`src/hdl/dfu_frm_pkg.sv`:
```
// Shared types, constants and CRC helpers for the DFU upload framer.
// No dependencies; every other file in hdl/ uses this package.
package dfu_frm_pkg;

    localparam int C_FILL_W = 13;
    localparam int C_BLK_W  = 16;
    localparam int C_ADDR_W = 3;
    localparam int C_DATA_W = 32;

    localparam logic [C_FILL_W-1:0] C_PKT_RESET = 13'h0800;
    localparam logic [C_FILL_W-1:0] C_PKT_MIN   = 13'd32;
    localparam logic [C_FILL_W-1:0] C_PKT_MAX   = 13'd4096;
    localparam logic [C_FILL_W:0]   C_SFX_LEN   = 14'd16;

    localparam logic [31:0] C_CRC_INIT = 32'hFFFF_FFFF;
    localparam logic [31:0] C_CRC_POLY = 32'hEDB8_8320;

    // Suffix word positions: 0..11 fixed bytes, 12..15 CRC bytes
    localparam logic [3:0] C_SFX_FIXED_LAST = 4'd11;
    localparam logic [3:0] C_SFX_LAST       = 4'd15;

    // Register index of the block size register (taken from paddr[2])
    localparam logic C_REG_PKT_SIZE = 1'b0;

    typedef struct packed {
        logic [7:0] data_byte;
        logic       last_byte;
    } t_in_word;

    typedef struct packed {
        logic [7:0]         out_byte;
        logic [C_BLK_W-1:0] block_number;
        logic               end_of_block;
        logic               end_of_transfer;
        logic               run_end;
    } t_out_word;

    // Reflected CRC-32 update over one byte
    function automatic logic [31:0] crc_byte(input logic [31:0] c, input logic [7:0] b);
        logic [31:0] v;
        v = c ^ {24'd0, b};
        for (int k = 0; k < 8; k++) begin
            v = v[0] ? ((v >> 1) ^ C_CRC_POLY) : (v >> 1);
        end
        return v;
    endfunction

    // Fixed suffix bytes FF FF FF FF AC 05 00 01 55 46 44 10
    function automatic logic [7:0] sfx_byte(input logic [3:0] idx);
        logic [7:0] r;
        case (idx)
            4'd0, 4'd1, 4'd2, 4'd3: r = 8'hFF;
            4'd4:    r = 8'hAC;
            4'd5:    r = 8'h05;
            4'd6:    r = 8'h00;
            4'd7:    r = 8'h01;
            4'd8:    r = 8'h55;
            4'd9:    r = 8'h46;
            4'd10:   r = 8'h44;
            4'd11:   r = 8'h10;
            default: r = 8'h00;
        endcase
        return r;
    endfunction

endpackage

```
`src/hdl/dfu_upload_framer_crc32_unit.sv`:
```
// Top level of the DFU upload framer with suffix CRC-32.
// Depends on dfu_frm_pkg, dfu_frm_cfg, dfu_frm_in_reg and dfu_frm_core.
//
//   Channel   Direction  Handshake                    Word
//   in        sink       i_in_valid / o_in_stall      t_in_word  (data_byte, last_byte)
//   out       source     o_out_valid / i_out_stall    t_out_word (byte, block, flags)
//   cfg       sink       APB psel/penable/pwrite      block size at byte address 0
//
// One image word per cycle flows through while no output stall or suffix burst holds it:
// input register, framing logic, result register; a held word waits in the input register.
// A word flagged last_byte produces 17 output words; the suffix sequencer owns the
// result register for the 16 suffix/CRC words, so the core takes no image word meanwhile.
// Reset is synchronous, active low; it presets CRC, clears fill, block number and valids,
// and sets the block size to 2048. Output stall reaches o_in_stall in the same cycle.
module dfu_upload_framer_crc32_unit (
    input  logic                                   i_clk,
    input  logic                                   i_rst_n,
    // Image word input
    input  logic                                   i_in_valid,
    input  dfu_frm_pkg::t_in_word                  i_in_data,
    output logic                                   o_in_stall,
    // Framed word output
    output logic                                   o_out_valid,
    output dfu_frm_pkg::t_out_word                 o_out_data,
    input  logic                                   i_out_stall,
    // Configuration port
    input  logic                                   psel,
    input  logic                                   penable,
    input  logic                                   pwrite,
    input  logic [dfu_frm_pkg::C_ADDR_W-1:0]       paddr,
    input  logic [dfu_frm_pkg::C_DATA_W-1:0]       pwdata,
    output logic [dfu_frm_pkg::C_DATA_W-1:0]       prdata,
    output logic                                   pready
);

    logic [dfu_frm_pkg::C_FILL_W-1:0] w_pkt_eff;
    logic                             w_item_valid;
    dfu_frm_pkg::t_in_word            w_item;
    logic                             w_take;

    // Register file: block size, clamped to 32..4096 for the core
    dfu_frm_cfg u_cfg (
        .i_clk     (i_clk),
        .i_rst_n   (i_rst_n),
        .psel      (psel),
        .penable   (penable),
        .pwrite    (pwrite),
        .paddr     (paddr),
        .pwdata    (pwdata),
        .prdata    (prdata),
        .pready    (pready),
        .o_pkt_eff (w_pkt_eff)
    );

    // Input register: parts the upstream handshake from the core
    dfu_frm_in_reg u_in_reg (
        .i_clk   (i_clk),
        .i_rst_n (i_rst_n),
        .i_valid (i_in_valid),
        .i_data  (i_in_data),
        .o_stall (o_in_stall),
        .o_valid (w_item_valid),
        .o_data  (w_item),
        .i_take  (w_take)
    );

    // Framing core: CRC, block tracking, suffix burst and result register
    dfu_frm_core u_core (
        .i_clk        (i_clk),
        .i_rst_n      (i_rst_n),
        .i_pkt_eff    (w_pkt_eff),
        .i_item_valid (w_item_valid),
        .i_item       (w_item),
        .o_take       (w_take),
        .o_out_valid  (o_out_valid),
        .o_out_data   (o_out_data),
        .i_out_stall  (i_out_stall)
    );

endmodule

```
`src/hdl/dfu_frm_cfg.sv`:
```
// APB-style register block holding the block size and deriving its clamped working value.
// Depends on dfu_frm_pkg.
module dfu_frm_cfg (
    input  logic                                   i_clk,
    input  logic                                   i_rst_n,
    input  logic                                   psel,
    input  logic                                   penable,
    input  logic                                   pwrite,
    input  logic [dfu_frm_pkg::C_ADDR_W-1:0]       paddr,
    input  logic [dfu_frm_pkg::C_DATA_W-1:0]       pwdata,
    output logic [dfu_frm_pkg::C_DATA_W-1:0]       prdata,
    output logic                                   pready,
    output logic [dfu_frm_pkg::C_FILL_W-1:0]       o_pkt_eff
);

    logic [dfu_frm_pkg::C_FILL_W-1:0] r_pkt_size;
    logic [dfu_frm_pkg::C_FILL_W-1:0] n_pkt_size;
    logic                             w_sel_pkt;

    assign pready    = 1'b1;
    assign w_sel_pkt = (paddr[2] == dfu_frm_pkg::C_REG_PKT_SIZE);

    always_comb begin
        n_pkt_size = r_pkt_size;
        if (psel && penable && pwrite && w_sel_pkt) begin
            n_pkt_size = pwdata[dfu_frm_pkg::C_FILL_W-1:0];
        end
    end

    always_ff @(posedge i_clk) begin
        if (!i_rst_n) begin
            r_pkt_size <= dfu_frm_pkg::C_PKT_RESET;
        end else begin
            r_pkt_size <= n_pkt_size;
        end
    end

    always_comb begin
        prdata = '0;
        if (w_sel_pkt) begin
            prdata = {{(dfu_frm_pkg::C_DATA_W-dfu_frm_pkg::C_FILL_W){1'b0}}, r_pkt_size};
        end
    end

    // Clamp to the legal block size range
    always_comb begin
        if (r_pkt_size < dfu_frm_pkg::C_PKT_MIN) begin
            o_pkt_eff = dfu_frm_pkg::C_PKT_MIN;
        end else if (r_pkt_size > dfu_frm_pkg::C_PKT_MAX) begin
            o_pkt_eff = dfu_frm_pkg::C_PKT_MAX;
        end else begin
            o_pkt_eff = r_pkt_size;
        end
    end

endmodule

```
`src/hdl/dfu_frm_in_reg.sv`:
```
// Input register stage: holds one accepted word until the core takes it.
// Depends on dfu_frm_pkg.
module dfu_frm_in_reg (
    input  logic                  i_clk,
    input  logic                  i_rst_n,
    input  logic                  i_valid,
    input  dfu_frm_pkg::t_in_word i_data,
    output logic                  o_stall,
    output logic                  o_valid,
    output dfu_frm_pkg::t_in_word o_data,
    input  logic                  i_take
);

    logic                  r_valid;
    logic                  n_valid;
    dfu_frm_pkg::t_in_word r_data;
    logic                  w_load;

    assign o_stall = r_valid && !i_take;
    assign w_load  = i_valid && !o_stall;
    assign o_valid = r_valid;
    assign o_data  = r_data;

    always_comb begin
        n_valid = r_valid;
        if (w_load) begin
            n_valid = 1'b1;
        end else if (i_take) begin
            n_valid = 1'b0;
        end
    end

    always_ff @(posedge i_clk) begin
        if (!i_rst_n) begin
            r_valid <= 1'b0;
        end else begin
            r_valid <= n_valid;
        end
    end

    always_ff @(posedge i_clk) begin
        if (w_load) begin
            r_data <= i_data;
        end
    end

endmodule

```
`src/hdl/dfu_frm_core.sv`:
```
// Framing core: CRC, block fill/number tracking, suffix sequencer, result register.
// Depends on dfu_frm_pkg.
module dfu_frm_core (
    input  logic                               i_clk,
    input  logic                               i_rst_n,
    input  logic [dfu_frm_pkg::C_FILL_W-1:0]   i_pkt_eff,
    input  logic                               i_item_valid,
    input  dfu_frm_pkg::t_in_word              i_item,
    output logic                               o_take,
    output logic                               o_out_valid,
    output dfu_frm_pkg::t_out_word             o_out_data,
    input  logic                               i_out_stall
);

    logic [31:0]                       r_crc,     n_crc;
    logic [dfu_frm_pkg::C_FILL_W-1:0]  r_fill,    n_fill;
    logic [dfu_frm_pkg::C_BLK_W-1:0]   r_blk,     n_blk;
    logic                              r_sfx_act, n_sfx_act;
    logic [3:0]                        r_sfx_idx, n_sfx_idx;
    logic                              r_ov,      n_ov;
    dfu_frm_pkg::t_out_word            r_out,     n_out;

    logic                              w_out_free;
    logic                              w_fire;
    logic [31:0]                       w_crc_data;
    logic [dfu_frm_pkg::C_FILL_W-1:0]  w_fill1;
    logic [7:0]                        w_sfx_fixed;
    logic [7:0]                        w_crc_part;
    logic                              w_sfx_end;

    assign w_out_free  = !r_ov || !i_out_stall;
    assign o_take      = w_out_free && !r_sfx_act && i_item_valid;
    assign w_fire      = w_out_free && (r_sfx_act || i_item_valid);
    assign w_crc_data  = dfu_frm_pkg::crc_byte(r_crc, i_item.data_byte);
    assign w_fill1     = r_fill + 1'b1;
    assign w_sfx_fixed = dfu_frm_pkg::sfx_byte(r_sfx_idx);
    assign w_sfx_end   = (r_sfx_idx == dfu_frm_pkg::C_SFX_LAST);

    // CRC bytes go out least significant first
    always_comb begin
        case (r_sfx_idx[1:0])
            2'd0:    w_crc_part = r_crc[7:0];
            2'd1:    w_crc_part = r_crc[15:8];
            2'd2:    w_crc_part = r_crc[23:16];
            default: w_crc_part = r_crc[31:24];
        endcase
    end

    always_comb begin
        n_crc     = r_crc;
        n_fill    = r_fill;
        n_blk     = r_blk;
        n_sfx_act = r_sfx_act;
        n_sfx_idx = r_sfx_idx;
        n_out     = r_out;
        n_ov      = r_ov && i_out_stall;
        if (w_fire) begin
            n_ov                  = 1'b1;
            n_out.block_number    = r_blk;
            n_out.end_of_transfer = 1'b0;
            n_out.run_end         = 1'b0;
            n_out.end_of_block    = 1'b0;
            if (r_sfx_act) begin
                n_sfx_idx = r_sfx_idx + 1'b1;
                if (r_sfx_idx <= dfu_frm_pkg::C_SFX_FIXED_LAST) begin
                    n_out.out_byte = w_sfx_fixed;
                    n_crc          = dfu_frm_pkg::crc_byte(r_crc, w_sfx_fixed);
                end else begin
                    n_out.out_byte = w_crc_part;
                end
                if (w_sfx_end) begin
                    n_out.end_of_block    = 1'b1;
                    n_out.end_of_transfer = 1'b1;
                    n_out.run_end         = 1'b1;
                    // Upload done: start over for the next image
                    n_crc     = dfu_frm_pkg::C_CRC_INIT;
                    n_fill    = '0;
                    n_blk     = '0;
                    n_sfx_act = 1'b0;
                end
            end else begin
                n_out.out_byte = i_item.data_byte;
                n_crc          = w_crc_data;
                if (i_item.last_byte) begin
                    n_out.end_of_block = ({1'b0, w_fill1} + dfu_frm_pkg::C_SFX_LEN)
                                         > {1'b0, i_pkt_eff};
                    n_sfx_act = 1'b1;
                    n_sfx_idx = '0;
                end else begin
                    n_out.run_end = 1'b1;
                    if (w_fill1 >= i_pkt_eff) begin
                        n_out.end_of_block = 1'b1;
                        n_fill             = '0;
                        n_blk              = r_blk + 1'b1;
                    end else begin
                        n_fill = w_fill1;
                    end
                end
            end
        end
    end

    always_ff @(posedge i_clk) begin
        if (!i_rst_n) begin
            r_crc     <= dfu_frm_pkg::C_CRC_INIT;
            r_fill    <= '0;
            r_blk     <= '0;
            r_sfx_act <= 1'b0;
            r_sfx_idx <= '0;
            r_ov      <= 1'b0;
        end else begin
            r_crc     <= n_crc;
            r_fill    <= n_fill;
            r_blk     <= n_blk;
            r_sfx_act <= n_sfx_act;
            r_sfx_idx <= n_sfx_idx;
            r_ov      <= n_ov;
        end
    end

    always_ff @(posedge i_clk) begin
        r_out <= n_out;
    end

    assign o_out_valid = r_ov;
    assign o_out_data  = r_out;

    // A final image byte must hand over to the suffix sequencer at word zero
    a_last_starts_sfx: assert property (@(posedge i_clk) disable iff (!i_rst_n)
        (o_take && i_item.last_byte) |=> (r_sfx_act && r_sfx_idx == 4'd0))
        else $error("suffix sequencer did not start after final byte");

    // The final suffix word must leave the run state cleared
    a_sfx_end_clears: assert property (@(posedge i_clk) disable iff (!i_rst_n)
        (w_fire && r_sfx_act && w_sfx_end) |=>
        (!r_sfx_act && r_crc == dfu_frm_pkg::C_CRC_INIT && r_blk == '0 && r_fill == '0))
        else $error("run state not cleared after final CRC byte");

    // End of transfer only ever marks the closing word of a block and run
    a_eot_closes: assert property (@(posedge i_clk) disable iff (!i_rst_n)
        (r_ov && r_out.end_of_transfer) |-> (r_out.end_of_block && r_out.run_end))
        else $error("end of transfer without end of block and run end");

    // Block number stays put across the whole suffix burst
    a_blk_held: assert property (@(posedge i_clk) disable iff (!i_rst_n)
        (r_sfx_act && !(w_fire && w_sfx_end)) |=> $stable(r_blk))
        else $error("block number changed during suffix");

endmodule

```
`config.mk`:
```
export PLATFORM = sky130hd
export DESIGN_NAME = dfu_upload_framer_crc32_unit
export DESIGN_NICKNAME = d
export VERILOG_FILES = /design/src/hdl/dfu_frm_pkg.sv /design/src/hdl/dfu_upload_framer_crc32_unit.sv /design/src/hdl/dfu_frm_cfg.sv /design/src/hdl/dfu_frm_in_reg.sv /design/src/hdl/dfu_frm_core.sv
export SDC_FILE = /design/constraint.sdc
export NUM_CORES = 1
export LEC_CHECK = 0
export BUFFER_PORTS_ARGS = -buffer_cell sky130_fd_sc_hd__buf_2
export CELL_PAD_IN_SITES_DETAIL_PLACEMENT = 1
export CELL_PAD_IN_SITES_GLOBAL_PLACEMENT = 1
export CORE_MARGIN = 5
export CORE_UTILIZATION = 40
export CTS_BUF_LIST = sky130_fd_sc_hd__clkbuf_16
export DETAILED_ROUTE_END_ITERATION = 10
export GPL_TIMING_DRIVEN = 0
export PLACE_DENSITY_LB_ADDON = 0.3
export SKIP_CTS_REPAIR_TIMING = 1
export SYNTH_ARGS = -nofsm -noshare
export SYNTH_HDL_FRONTEND = slang
export SYNTH_HIERARCHICAL = 1
export SYNTH_SLANG_ARGS = --single-unit
```
`constraint.sdc`:
```
create_clock -name i_clk -period 6.07 [get_ports i_clk]
set_input_delay 0.3035 -clock i_clk [delete_from_list [all_inputs] [get_ports i_clk]]
set_output_delay 0.3035 -clock i_clk [all_outputs]
set_load 0.1 [all_outputs]
```
Yosys cells after proc, flatten, opt, wreduce, memory -nomap -nowiden
Memory sizes are Yosys's and may differ from the RTL's. A register that Yosys moved wholly into a read port is not among the register bits.
Cells that the tools add are included.
Cells by class
  add/subtract/negate cells: 4
  magnitude comparators: 5
  eq/ne operators: 6
  mux-type cells: 49
  bitwise logic cells: 19
  reduce and logical (&&, ||, !) cells: 24
Operator list (number)
  $mux 32: 19
  $not 13->14: 16
  $mux 13: 7
  $mux 16: 4
  $xor 32x8->32: 2
  $pmux 8 s3: 1
  $add 16x1->16 const B: 1
  $mux 4: 4
  $mux 8: 2
  $add 13x5->14 const B: 1
  $gt 14x13->1: 1
  $add 13x1->13 const B: 1
  $ge 13x13->1: 1
  $gt 13x13->1 const B: 1
  $lt 13x6->1 const B: 1
  $mux 1: 11
  $logic_and 1x1->1: 9
  $reduce_bool 2->1: 3
  $logic_not 1->1: 5
  $add 4x1->4 const B: 1
  $eq 4x4->1 const B: 1
  $le 4x4->1 const B: 1
  $reduce_and 2->1: 2
  $reduce_and 4->1: 1
  10 further kinds: 11
Storage, ports and cells
  register bits after elaboration: 117
  memory bits (read-only): 128
  memories: 1
Memory list
  (name not given): depth 16, bits a word 8, rd ports 1, clocked after Yosys merged registers in 1, write ports 0, line dfu_frm_pkg.sv:51  | case (idx)

Depth between registers and ports, before layout
Gate-level depths: netlist of the first run.
  depth in word-level cells: 20
  gate-level depth with buffers: 15
  depth with buffers taken out: 14

Hierarchy
The synthesis of the first run kept the hierarchy.
Modules (own cells, without submodules)
  dfu_frm_core: instances 1, cells each 763, area an instance 6791.5 µm², sequential area each 2272.2 µm²
  dfu_frm_cfg: instances 1, cells each 117, area an instance 940.9 µm², sequential area each 260.2 µm²
  dfu_frm_in_reg: instances 1, cells each 13, area an instance 317.8 µm², sequential area each 290.3 µm²

Worst setup path before layout of the first run
Ideal clock, no wire load.
  path type: register to register
  start: reg u_core.r_ov (netlist: u_core/o_out_valid)
  end: reg u_core.r_crc[6]
  library setup time: 0.129 ns
  arrival time: 3.208 ns
  data required time: 5.941 ns
  slack: 2.733 ns
  stages on the path, launching flop included: 9
  clock period less this slack: 3.337 ns
  cells stage by stage: dfxtp_1 and2_1 nor2_1 o21a_1 clkbuf_1 clkbuf_1 nand3_1 o21ai_0 nand2_1
On the way
  word-level cells in the longest chain between the ends: 4
Ends and longest elaborated chain
  from (decl): line dfu_frm_core.sv:20  | logic r_ov, n_ov;
  from (signal assigned): line dfu_frm_core.sv:117  | r_ov <= n_ov;
  $logic_not 1->1: line dfu_frm_core.sv:31  | assign w_out_free = !r_ov || !i_out_stall;
  $logic_or 1x1->1: line dfu_frm_core.sv:31
  $logic_and 1x1->1: line dfu_frm_core.sv:33  | assign w_fire = w_out_free && (r_sfx_act || i_item_valid);
  net u_core.w_fire: line dfu_frm_core.sv:24  | logic w_fire;
  $reduce_and 2->1 (no source line)
  to (signal assigned): line dfu_frm_core.sv:105  | r_crc <= dfu_frm_pkg::C_CRC_INIT;
  to (signal assigned): line dfu_frm_core.sv:112  | r_crc <= n_crc;
  to (decl): line dfu_frm_core.sv:15  | logic [31:0] r_crc, n_crc;
The timed path passes the listed nets, and every way through them passes these cells.
A chain may end at the register's enable or synchronous reset.

Final worst setup path of the first run
  start: reg u_core/r_fill[0] in the netlist's numbering
  end: reg u_core/r_blk[3] in the netlist's numbering
On the way
  word-level cells in the longest chain between the ends: 4
Ends and longest elaborated chain
  from (decl): line dfu_frm_core.sv:16  | logic [dfu_frm_pkg::C_FILL_W-1:0] r_fill, n_fill;
  from (signal assigned): line dfu_frm_core.sv:113  | r_fill <= n_fill;
  $add 13x1->13: line dfu_frm_core.sv:35  | assign w_fill1 = r_fill + 1'b1;
  $ge 13x13->1: line dfu_frm_core.sv:91  | if (w_fill1 >= i_pkt_eff) begin
  $reduce_bool 2->1 (no source line)
  $reduce_and 4->1 (no source line)
  to (signal assigned): line dfu_frm_core.sv:114  | r_blk <= n_blk;
  to (decl): line dfu_frm_core.sv:17  | logic [dfu_frm_pkg::C_BLK_W-1:0] r_blk, n_blk;
No other way between the ends.

==> results of run 1 <==
## worst max path at each step
stage | endpoint | cells past startpoint
floorplan | u_core/r_crc[6]$_SDFFE_PN1P_ | 8
global placement | u_core/r_crc[6]$_SDFFE_PN1P_ | 9
detailed placement | u_core/r_blk[3]$_SDFFE_PN0P_ | 14
CTS | u_core/r_blk[3]$_SDFFE_PN0P_ | 14
global route | u_core/r_blk[3]$_SDFFE_PN0P_ | 14
finish | u_core/r_blk[3]$_SDFFE_PN0P_ | 14
## cells by family (layout without fill, tap and decap cells)
group           Yosys count  after routing
buf+inv                 107            210
other cells               2             20
mux                      15             15
flops                   123            123
xor+xnor                146            146
fa+ha+maj                33             33
simple gates            287            287
compound gates          180            180
## layout by cell type (no fill, tap or decap), types with 23 or more instances in the layout
master / n
buf_2: 80
edfxtp_1: 36
xor2_1: 23
xnor2_1: 109
nand3_1: 46
clkbuf_1: 37
buf_4: 23
inv_1: 31
nand2_1: 90
a21oi_1: 54
nor2_1: 53
ha_1: 32
dfxtp_1: 87
o21ai_0: 31
## power breakdown
group	total (uW)	switching (uW)	internal, uW
sequential	1020	91.8	932
combinational	1560	948	609
clock	1090	424	663
total	3670	1460	2200
## registers in the layout (all words and copies together), names as in the netlist
register,flops
u_in_reg/o_data,9
u_cfg/r_pkt_size,13
u_in_reg/o_valid,1
u_core/r_crc,32
u_core/o_out_valid,1
u_core/w_sfx_fixed,6
u_core/r_fill,13
u_core/r_blk,16
u_core/r_sfx_act,1
u_core/r_sfx_idx,4
u_core/o_out_data,27
## stage by stage
step / utilization, % / worst slack [ns]
floorplan: - / 2.73
global placement: 44.8 / 1.67
detailed placement: 44.8 / 2.11
CTS: 48.0 / 1.95
global route: 48.0 / 1.70
finish: 48.0 / 1.95
## worst register-to-register path, cell delays in order, from the launching register on
cell and delay (ns):
dfxtp_1 0.49, ha_1 0.35, nand4_1 0.17, nor2_1 0.17, xnor2_1 0.28, inv_1 0.10
ha_1 0.31, a21o_1 0.16, a21o_1 0.21, a21o_1 0.23, a2111oi_2 0.69, buf_2 0.33
buf_2 0.26, o21ai_0 0.13, a21oi_1 0.17
## synth_stat cells, types with 4 or more instances
cell,count,area [um2]
nand2b_1,11,68.8
nand3_1,46,230
nor2_1,54,203
or4_1,11,82.6
o211ai_1,5,37.5
mux2i_1,13,130
a21oi_1,54,270
a22o_1,6,52.6
inv_1,31,116
a31oi_1,5,31.3
xnor2_1,109,955
xnor2_2,8,130
nand4_1,10,62.6
and2_1,7,43.8
or3_1,5,31.3
xor2_1,23,201
a221oi_1,6,52.6
ha_1,32,400
o31ai_1,11,82.6
nor2b_1,20,125
clkbuf_1,37,139
a221o_1,4,40.0
a222oi_1,8,80.1
edfxtp_1,36,1080
a21o_1,7,52.6
nor3_1,10,50.1
nand2_1,90,338
dfxtp_1,87,1740
o21ai_0,31,155
o221ai_1,16,140
buf_2,9,45.0
buf_4,23,173
## per-layer routing
metal  up-vias  GRT usage, %  part of all wire (%)
met5         -             0                     0
met4         0          5.74                   1.6
met3        38          4.57                   6.3
met2       245          33.2                    46
met1      3366          28.6                    46
li1       3329             -                     -
## cell type report
cell class                      count  area, um2
Buffer                             76        424
Clock buffer                       17        425
Clock inverter                     15        203
Fill cell                        2353      10200
Inverter                           31        116
Multi-Input combinational cell    681       4760
Sequential cell                   123       2820
Tap cell                          265        332
Timing Repair Buffer               71        355
==> impl_metrics.csv, run 1 <==
group,metric,value,unit
run_status,status,"finished clean",
placement,finalWeightedCongestion,0.924,
clock_network,cts_buffers,17,
grt,grt_overflow,0,
sta,rsz0062_at_grt,"no",
synth,muxShareOfSynthArea,1.90,%
route,drtAntennaViolNets,0,
synth,synth-seq-cells,123,
die,die_height,152,um
critical_path,crit_start,"u_core/r_fill[0]$_SDFFE_PN0P_",
clock_network,h-tree-depth,4,
clock_network,cts_root_buf,"clkbuf_16",
hold_path,min_to,"u_in_reg/o_data[5]$_DFFE_PP_",
route,drc,0,
cells_and_area,drive_above_1_share,17.1,%
critical_path,crit_slowest_cell,"a2111oi_2",
hold_path,min_path_cells,1,
synth,synth-compound-area-share,15.3,%
route,drtIter0Drc,429,
synth,synth_cells,893,
critical_path,cp_max_fo,10,
synth,ys.warnings.count,6,
placement,postPlaceCellArea,0.00881,mm2
clock_network,insertion_delay,0.42,ns
critical_path,critPathKind,"flip-flop to flip-flop",
power,power_density,389,mW/mm2
sta,tns,0,ns
critical_path,path_delay_family,"compound AO/OA/AOI/OAI gates",
sta,clock.fmax,242,MHz
placement,hpwlAfterDp,18100,um
sta,setup-violations-final,0,
critical_path,crit_top_cell,"a21o_1",
critical_path,slowest_delay,0.69,ns
power,finalPower,3670,uW
sta,clock-skew-final,0.00812,ns
grt,grt_pass1_wl,38800,um
critical_path,ff2ff_path_depth,14,
die,start_util,41.0,%
critical_path,path_buf_inv,3,
die,die_area,0.0231,mm2
critical_path,crit_path_end_kind,"flip-flop",
hold_path,holdCritStartpoint,"i_in_data[5]",
cells_and_area,final-instance-count-excl-fill,1279,
clock_network,cts_tree,"done",
power,p_leak,0.00373,uW
cells_and_area,fin_nets,1084,
die,io_pins,113,
synth,post_synth_xor_area_fraction,17.7,%
synth,synth-simple-area-share,18.1,%
synth,seq_area_frac_synth,35.1,%
clock_network,clk_pin_slew_worst_paths,0.06,ns
sta,slew_viol_final,0,
grt,grt_pass1_vias,7097,
cells_and_area,n_antenna_cell,0,
grt,antenna_found_initial,0,
critical_path,path_cells,"ha_1, nand4_1, nor2_1, xnor2_1, inv_1, ha_1, a21o_1, a21o_1, a21o_1, a2111oi_2, buf_2, buf_2, o21ai_0, a21oi_1",
synth,synth_area,0.00805,mm2
grt,grt_use_total,20.8,%
sta,finalCritPeriodShare,67.9,%
placement,dpl.cell_count,1247,
synth,asyncSetResetFlopFracSynth,0,%
placement,io_buffer_count,71,
critical_path,reg2reg_from,"u_core/r_fill[0]$_SDFFE_PN0P_",
synth,yosysUniqueCellTypes,74,
synth,ys.flop_type,"dfxtp_1",
critical_path,r2r_slack,1.95,ns
cells_and_area,area_growth,17.3,%
route,avgRoutedWirePerCell,19.3,um
sta,max_slew.worst_pin.slew,1.19,ns
route,drt_pass1_iterations,8,
hold_path,hp-class,"primary input to flip-flop",
sta,finalCriticalPeriod,4.12,ns
cells_and_area,fin_area,0.00944,mm2
critical_path,cp.required,6.41,ns
die,coreArea,0.0197,mm2
sta,hold_violations,0,
route,vias_per_cell,5.46,
critical_path,arrival,4.46,ns
die,die_width,152,um
clock_network,clkSinkCount,123,
clock_network,clk_path_buf_depth,2,
run,max-cap-violations,0,
route,vias,6978,
synth,synthAdderAreaFrac,5.10,%
synth,synth_top_family_by_area,"simple AND/OR/NAND/NOR gates",
die,row_count,51,
grt,grt_max_degree,30,
sta,holdWs,0.0518,ns
synth,syn_area_per_cell,9.01,um2
sta,slew_headroom,20.8,%
route,wl,24700,um
critical_path,cp-start-kind,"flip-flop",
synth,synth_edf_count,36,
critical_path,reg2reg_to,"u_core/r_blk[3]$_SDFFE_PN0P_",
power,peakVddDrop,0.228,mV
(Power assumes the default switching activity.)
==> inputs of run 2 (changes only) <==
Clock period 6.07 ns to 4 ns, I/O delays scaled along.
==> impl_metrics.csv, run 2 (same netlist as run 1, synthesis figures left out) <==
group,metric,value,unit
run_status,status,"finished clean",
power,p_int,3350,uW
die,io_pins,113,
sta,finalCriticalPeriod,3.74,ns
critical_path,path_cells,"ha_2, nand4_1, nor2_1, xnor2_1, inv_1, ha_1, a21o_1, a21o_1, a21o_1, a2111oi_4, buf_2, buf_2, o21ai_0, a21oi_1",
placement,hpwlAfterDp,18100,um
power,finalPower,5590,uW
die,row_count,51,
cells_and_area,register_area,0.00282,mm2
cells_and_area,layout_common_cells,"109 x xnor2_1, 90 x nand2_1, 87 x dfxtp_1",
power,power.net_switching,2240,uW
critical_path,path_buf_inv,3,
sta,rsz0062_at_grt,"no",
route,avgRoutedWirePerCell,19.3,um
clock_network,cts_tree,"done",
route,vias,7044,
die,coreArea,0.0197,mm2
clock_network,h-tree-depth,4,
cells_and_area,drive_above_1_share,17.1,%
cells_and_area,fin_area,0.00955,mm2
route,drtIter0Drc,468,
power,power_density,585,mW/mm2
grt,grt_use_total,20.8,%
sta,slew_viol_final,0,
cells_and_area,fin_nets,1093,
critical_path,crit_top_cell,"a21o_1",
power,power_frac_clock,29.6,%
critical_path,arrival,4.08,ns
critical_path,cp_max_fo,10,
sta,clock-skew-final,0.00887,ns
power,p_comb_share,42.6,%
power,p_seq_share,27.8,%
grt,grt_overflow,0,
critical_path,critPathKind,"flip-flop to flip-flop",
die,start_util,41.0,%
grt,grt_pass1_vias,7097,
cells_and_area,nFillCells,2340,
sta,max_slew.worst_pin.slew,1.19,ns
route,wl,24800,um
critical_path,cp.required,4.34,ns
sta,slew_headroom,20.5,%
die,die_height,152,um
route,vias_per_cell,5.47,
grt,grt_max_degree,30,
critical_path,crit_path_end_kind,"flip-flop",
grt,grt_pass1_wl,38800,um
critical_path,r2r_slack,0.26,ns
run,max-cap-violations,0,
critical_path,path_delay_family,"compound AO/OA/AOI/OAI gates",
route,drt_pass1_iterations,6,
clock_network,clkSinkCount,123,
hold_path,hp-class,"primary input to flip-flop",
clock_network,clk_pin_slew_worst_paths,0.06,ns
power,p_leak,0.00377,uW
sta,hold_violations,0,
critical_path,crit_slowest_cell,"dfxtp_1",
clock_network,insertion_delay,0.42,ns
cells_and_area,regMostFlops,"u_core/r_crc",
route,drc,0,
cells_and_area,n_antenna_cell,0,
cells_and_area,area_growth,18.6,%
power,sw_frac_of_total,40.0,%
cells_and_area,multiInputGateArea,0.00478,mm2
cells_and_area,layout_commonest_cell,"xnor2_1",
critical_path,cp-start-kind,"flip-flop",
die,die_width,152,um
sta,setup-violations-final,0,
power,peakVddDrop,0.347,mV
sta,holdWs,0.0121,ns
clock_network,cts_buffers,17,
clock_network,cts_root_buf,"clkbuf_16",
sta,clock.fmax,267,MHz
sta,finalCritPeriodShare,93.5,%
placement,io_buffer_count,71,
grt,antenna_found_initial,0,
die,die_area,0.0231,mm2
route,drtAntennaViolNets,0,
critical_path,slowest_delay,0.49,ns
placement,finalWeightedCongestion,0.924,
placement,postPlaceCellArea,0.00881,mm2
cells_and_area,largest_reg_flops,32,
clock_network,clk_path_buf_depth,2,
==> run 2: final timing paths <==
| check | startpoint | end | cells after the start |
|---|---|---|---|
| setup / recovery | u_core/r_fill[0]$_SDFFE_PN0P_ | u_core/r_blk[3]$_SDFFE_PN0P_ | 14 |
| hold / removal | pwdata[9] | u_cfg/r_pkt_size[9]$_SDFFE_PN0P_ | 3 |
| setup reg to reg | u_core/r_fill[0]$_SDFFE_PN0P_ | u_core/r_blk[3]$_SDFFE_PN0P_ | 14 |
| hold reg to reg | u_core/r_blk[15]$_SDFFE_PN0P_ | u_core/o_out_data[18]$_DFFE_PP_ | 0 |
==> run 2: worst register-to-register path: stages (launching register included) <==
cell and delay (ns):
dfxtp_1 0.49, ha_2 0.32, nand4_1 0.15, nor2_1 0.17, xnor2_1 0.29, inv_1 0.10, ha_1 0.31, a21o_1 0.16
a21o_1 0.20, a21o_1 0.23, a2111oi_4 0.39, buf_2 0.30, buf_2 0.26, o21ai_0 0.13, a21oi_1 0.17
==> run 2: metal layers <==
metal | GRT usage, % | share of wire (%) | vias to the layer above
li1 | - | - | 3347
met1 | 28.6 | 46 | 3414
met2 | 33.2 | 46 | 254
met3 | 4.57 | 6.6 | 29
met4 | 5.74 | 1.3 | 0
met5 | 0 | 0 | -
==> run 2: through the flow <==
step	util (%)	setup WS (ns)	cells	TNS, ns
global placement	44.8	-0.333	1247	-4.79
global route	48.6	0.0107	1288	0
detailed placement	44.8	0.0419	1247	0
CTS	48.0	-0.115	1279	-0.500
floorplan	-	0.663	911	0
finish	48.6	0.259	1288	0
==> run 2: power groups by stage <==
stage	combinational, uW	clock, uW	sequential [uW]
4_1_cts	2340	1680	1550
3_5_place_dp	2310	0	1570
6_report	2380	1650	1550
3_3_place_gp	2270	0	1570
2_1_floorplan	1700	0	1710
5_1_grt	2520	1740	1560
==> run 2: final cells by class <==
| cell class | count | area share [%] |
|---|---|---|
| Buffer | 76 | 4.44 |
| Tap cell | 265 | 3.47 |
| Timing Repair Buffer | 80 | 4.66 |
| Clock buffer | 17 | 4.45 |
| Sequential cell | 123 | 29.6 |
| Inverter | 31 | 1.22 |
| Clock inverter | 15 | 2.12 |
| Multi-Input combinational cell | 681 | 50.1 |
